`src/hw/rtl/siso_state_space_evaluator_core_defines.svh`:
```
// Assertion macros shared by the evaluator RTL.
// No dependencies; included by files that carry concurrent assertions.
`ifndef SISO_STATE_SPACE_EVALUATOR_CORE_DEFINES_SVH
`define SISO_STATE_SPACE_EVALUATOR_CORE_DEFINES_SVH

// Consequent checked in the same cycle as the antecedent.
`define SSE_ASSERT_SAME(lbl, clk, rst_n, ante, cons, msg) \
	lbl: assert property (@(posedge clk) disable iff (!rst_n) (ante) |-> (cons)) else $error(msg);

// Consequent checked in the cycle after the antecedent.
`define SSE_ASSERT_NEXT(lbl, clk, rst_n, ante, cons, msg) \
	lbl: assert property (@(posedge clk) disable iff (!rst_n) (ante) |=> (cons)) else $error(msg);

`endif

```
`src/hw/rtl/sse_pkg.sv`:
```
`timescale 1ns / 1ps
// Shared constants, types and command codes for the state-space evaluator.
// No dependencies.
package sse_pkg;

	localparam int STATE_MAX = 4;
	localparam int FRAC_BITS = 16;
	localparam int DATA_W    = 32;
	localparam int LANES     = 4;  // state fields carried by one transaction
	localparam int USED      = (STATE_MAX < LANES) ? STATE_MAX : LANES;
	localparam int SLOT_B    = STATE_MAX * STATE_MAX;
	localparam int SLOT_C    = SLOT_B + STATE_MAX;
	localparam int SLOT_D    = SLOT_C + STATE_MAX;
	localparam int SLOTS     = SLOT_D + 1;
	localparam int SLOT_W    = $clog2(SLOTS);
	localparam int IDX_W     = 5;
	localparam int CNT_W     = 3;
	localparam int TERMS     = LANES + 1;  // state terms plus the input term
	localparam int NLANE     = LANES + 1;  // row lanes plus the output lane
	localparam int PROD_W    = 2 * DATA_W - FRAC_BITS;
	localparam int SUM_W     = PROD_W + 3;

	localparam logic [CNT_W-1:0] CNT_RESET = CNT_W'(4);

	localparam logic CMD_LOAD = 1'b0;
	localparam logic CMD_EVAL = 1'b1;

	typedef logic signed [DATA_W-1:0] word_t;
	typedef word_t term_vec_t [TERMS];

	typedef struct packed {
		logic             adv;
		logic [TERMS-1:0] term_en;
	} lane_ctl_t;

	typedef struct packed {
		word_t sum;
		logic  sat;
	} lane_res_t;

endpackage

```
`src/hw/rtl/sse_coef_store.sv`:
```
`timescale 1ns / 1ps
// Coefficient register file: A row-major, then B, C and D; one write per cycle.
// Depends on sse_pkg.
module sse_coef_store (
	input  logic               clk,
	input  logic               we,
	input  logic [sse_pkg::IDX_W-1:0] idx,
	input  sse_pkg::word_t     wdata,
	output sse_pkg::word_t     coef [sse_pkg::SLOTS]
);
	import sse_pkg::*;

	word_t coef_q [SLOTS];

	// slots past D are dropped
	always_ff @(posedge clk) begin
		if (we && (32'(idx) < 32'(SLOTS))) begin
			coef_q[SLOT_W'(idx)] <= wdata;
		end
	end

	assign coef = coef_q;

endmodule

```
`config.mk`:
```
export PLATFORM = sky130hd
export DESIGN_NAME = sse_coef_store
export DESIGN_NICKNAME = d
export VERILOG_FILES = /design/src/hw/rtl/siso_state_space_evaluator_core_defines.svh /design/src/hw/rtl/sse_pkg.sv /design/src/hw/rtl/sse_coef_store.sv
export SDC_FILE = /design/constraint.sdc
export NUM_CORES = 1
export LEC_CHECK = 0
export BUFFER_PORTS_ARGS = -buffer_cell sky130_fd_sc_hd__buf_4
export CAP_MARGIN = 5
export CORE_AREA = 2 2 325 327
export DETAILED_ROUTE_END_ITERATION = 6
export DIE_AREA = 0 0 327 329
export GPL_TIMING_DRIVEN = 0
export PLACE_DENSITY = 0.54
export SYNTH_ARGS = -nofsm -noshare
export SYNTH_HDL_FRONTEND = slang
export SYNTH_SLANG_ARGS = --single-unit
export TNS_END_PERCENT = 10
```
`constraint.sdc`:
```
create_clock -name clk -period 13.5 [get_ports clk]
set_clock_uncertainty 0.1 [all_clocks]
set_input_delay 0.675 -clock clk [delete_from_list [all_inputs] [get_ports clk]]
set_output_delay 0.675 -clock clk [all_outputs]
set_load 0.02 [all_outputs]
```
==> Flow_metrics.wiki <==
{| class="wikitable"
! Metric !! Value
|-
| Run status || finished, final reports clean
|-
| Non-filler instance count after layout || 3,256
|-
| HPWL after detailed placement || 58,800 um
|-
| Proportion of synthesized chip area in sequential cells || 99.1%
|-
| CTS Buffer Depth || 3
|-
| Die width || 327 um
|-
| Count of pins on the block boundary || 839
|-
| Shortest clock period the worst path allows after layout || 2890 ps
|-
| First drt pass iteration count || 5
|-
| Post-CTS Hold Fix Bufs || 0
|-
| Endpoint class of the critical path || flip-flop
|-
| Mapped Cells || 842
|-
| Pins Over Slew Limit || 0
|-
| Total via count after detailed routing || 12,875
|-
| GRT Util Overall || 14.0%
|-
| Power per Cell Area || 142 nW/um^2
|-
| Final RePlAce weighted congestion || 0.738
|-
| Share of the synthesized area in compound gates (AO/OA/AOI/OAI) || 0%
|-
| Sw frac || 20.7%
|-
| Highest-count cells in the layout ignoring fill and taps || 855 x sky130_fd_sc_hd__buf_4, 800 x sky130_fd_sc_hd__edfxtp_1, 84 x sky130_fd_sc_hd__clkbuf_16
|-
| IO buf count || 836
|-
| Max-cap violation count || 0
|-
| Total setup violations reported at the end of the flow || 0
|-
| Post-CTS setup buffer count || 0
|-
| Per-cell routed wire length || 24.5 um
|-
| Clock transition time at the flip-flop clock pins of the worst setup and hold paths || 60 ps
|-
| Antenna-violating nets left || 0
|-
| Final wirelength || 79,800 um
|-
| Cell row count || 119
|-
| Number of antenna violations at the first check in global routing || 4
|-
| Synth area leader || sky130_fd_sc_hd__edfxtp_1
|-
| Fill cells || 9,777
|-
| TritonCTS clock tree || built
|-
| Core Region || 104,000 um^2
|-
| Unrepaired setup endpoints after global routing || no
|-
| Type of the tightest min-delay check || in2reg
|-
| Setup tns final || 0 ps
|-
| Static Leak || 0.0128 uW
|-
| Sinks on Clock Net || 800
|-
| Leading cell type in the layout, fill and taps excluded || sky130_fd_sc_hd__buf_4
|-
| Sw power || 1050 uW
|-
| Post-synth design cell area || 24,200 um^2
|-
| Post-synthesis cell type count || 13
|-
| Starting density of the core || 23.2%
|-
| Post-synth top area share || 99.1%
|-
| Fin crit share || 21.4%
|-
| Startpoint Class || input port
|-
| Flip-flop and latch count after synthesis || 800
|-
| Highest fanout seen on the critical path || 8
|-
| Layout cell share with drive strength beyond 1 || 54.5%
|-
| CTS Root Cell || sky130_fd_sc_hd__clkbuf_16
|-
| Power Internal || 4010 uW
|-
| Post-Synth Simple-Gate Area || 0.810%
|-
| Mean instance size in the synthesized netlist || 28.8 um^2
|-
| Pin count of the biggest net entering global routing || 26
|-
| Area added between synthesis and finish || 46.8%
|-
| Highest achievable clock rate || 0.346 GHz
|-
| Maximum vdd drop || 0.000105 V
|-
| Part of the power in registers || 54.7%
|-
| Flip-flop count of the largest register, all copies and words added || 800
|-
| Die outline area || 108,000 um^2
|-
| Number of buffers inserted during clock tree synthesis || 83
|-
| Nets in the synthesized netlist || 881
|-
| Number of global-route vias before repair || 12,805
|-
| Remaining global-route overflow || 0
|-
| Hold Vio Cnt, Final || 0
|-
| CTS H-tree lvls || 3
|-
| Fraction of power consumed by combinational cells || 3.0%
|-
| Main combinational cell family by area after synthesis || simple AND/OR/NAND/NOR gates
|-
| Multiplexer share of the synthesized area || 0%
|-
| Sequential cell area || 24,000 um^2
|-
| Worst setup path class || in2reg
|-
| Instance count after placement with tap cells included || 3,113
|-
| Signal arrival time at the worst endpoint || 3140 ps
|-
| Final layout net count || 1,846
|-
| Synth top area cells || sky130_fd_sc_hd__edfxtp_1 99%, sky130_fd_sc_hd__nor2_1 0.34%, sky130_fd_sc_hd__nand4b_1 0.11%
|-
| Crit path required time || 13,750 ps
|-
| Relative contribution of the clock network to total power || 42.3%
|-
| Share of synthesized cell area in full adder, half adder and majority cells || 0%
|-
| Worst-Margin Slew || 972 ps
|-
| Detailed router's first-iteration violation count || 978
|-
| Vias per cell || 3.95
|-
| Resized cells post-CTS || 0
|-
| Worst relative slew slack || 35.1%
|-
| Wire length of the first global-routing pass || 104,000 um
|-
| Inserted Diodes || 0
|-
| Height of the die || 329 um
|-
| Final routed DRC violation total || 0
|-
| Multi-input combinational cell area || 380 um^2
|-
| Number of warnings printed during yosys synthesis || 0
|-
| Post-synthesis share of cell area spent on xor and xnor gates || 0%
|}
-- path summary, 6_finish.rpt --
path / from / to / slack (ps) / cells after the start
hold / removal: wdata[28] / coef[220] / 300 / 1
setup / recovery: idx[3] / coef[240] / 10610 / 8
-- layout make-up --
class,count,area share [%]
plain buffers,5,0.0808
repair buffers,880,19.4
clock inverters,38,0.938
well taps,1391,4.89
clock buffers,105,6.12
flip-flops and latches,800,67.5
multi-input cells,37,1.07
-- worst max-delay path: stages --
cell	delay, ps
sky130_fd_sc_hd__buf_4	120
sky130_fd_sc_hd__nand2b_1	130
sky130_fd_sc_hd__clkbuf_1	380
sky130_fd_sc_hd__nor4_2	840
sky130_fd_sc_hd__buf_4	330
sky130_fd_sc_hd__buf_4	220
sky130_fd_sc_hd__buf_4	220
sky130_fd_sc_hd__buf_4	190
-- cells in the mapped netlist --
master / instances
sky130_fd_sc_hd__nor4_1: 3
sky130_fd_sc_hd__nand4_1: 1
sky130_fd_sc_hd__buf_2: 2
sky130_fd_sc_hd__clkbuf_1: 2
sky130_fd_sc_hd__or2_2: 1
sky130_fd_sc_hd__nand2_1: 2
sky130_fd_sc_hd__nand4b_1: 3
sky130_fd_sc_hd__edfxtp_1: 800
sky130_fd_sc_hd__nand4bb_1: 2
sky130_fd_sc_hd__buf_6: 1
sky130_fd_sc_hd__or4b_4: 1
sky130_fd_sc_hd__nand2b_1: 2
sky130_fd_sc_hd__nor2_1: 22
-- per-layer routing --
metal | vias to the layer above | track usage [%] | part of all wire, %
met4 | 2 | 6.51 | 3.7
met3 | 141 | 4.51 | 9.0
met2 | 766 | 23.0 | 49
li1 | 5376 | - | -
met1 | 6590 | 16.8 | 39
met5 | - | 0 | 0.016
-- cells by family after synthesis --
group	after synthesis
buffers and inverters	5
AND/OR/NAND/NOR	37
flip-flops	800
-- power groups by stage --
stage	Sequential [uW]	Combinational (uW)	Clock, uW
after detailed placement	2820	153	0
after floorplan	2860	9.71	0
after global placement	2830	142	0
after CTS	2770	153	2190
after global routing	2770	159	2280
final	2770	151	2140
-- metrics by stage --
step / cell area [um^2] / hold WS (ps) / setup slack [ps] / utilization (%) / power [uW]
2_1_floorplan: 24200 / 674 / 8690 / - / 2870
3_3_place_gp: 32300 / 938 / 2820 / 30.9 / 2970
3_5_place_dp: 33100 / 958 / 9970 / 31.7 / 2980
4_1_cts: 35600 / 226 / 10680 / 34.1 / 5110
5_1_grt: 35600 / 258 / 10610 / 34.1 / 5210
6_report: 35600 / 297 / 10610 / 34.1 / 5060
Power figures use the tool's default switching activity.
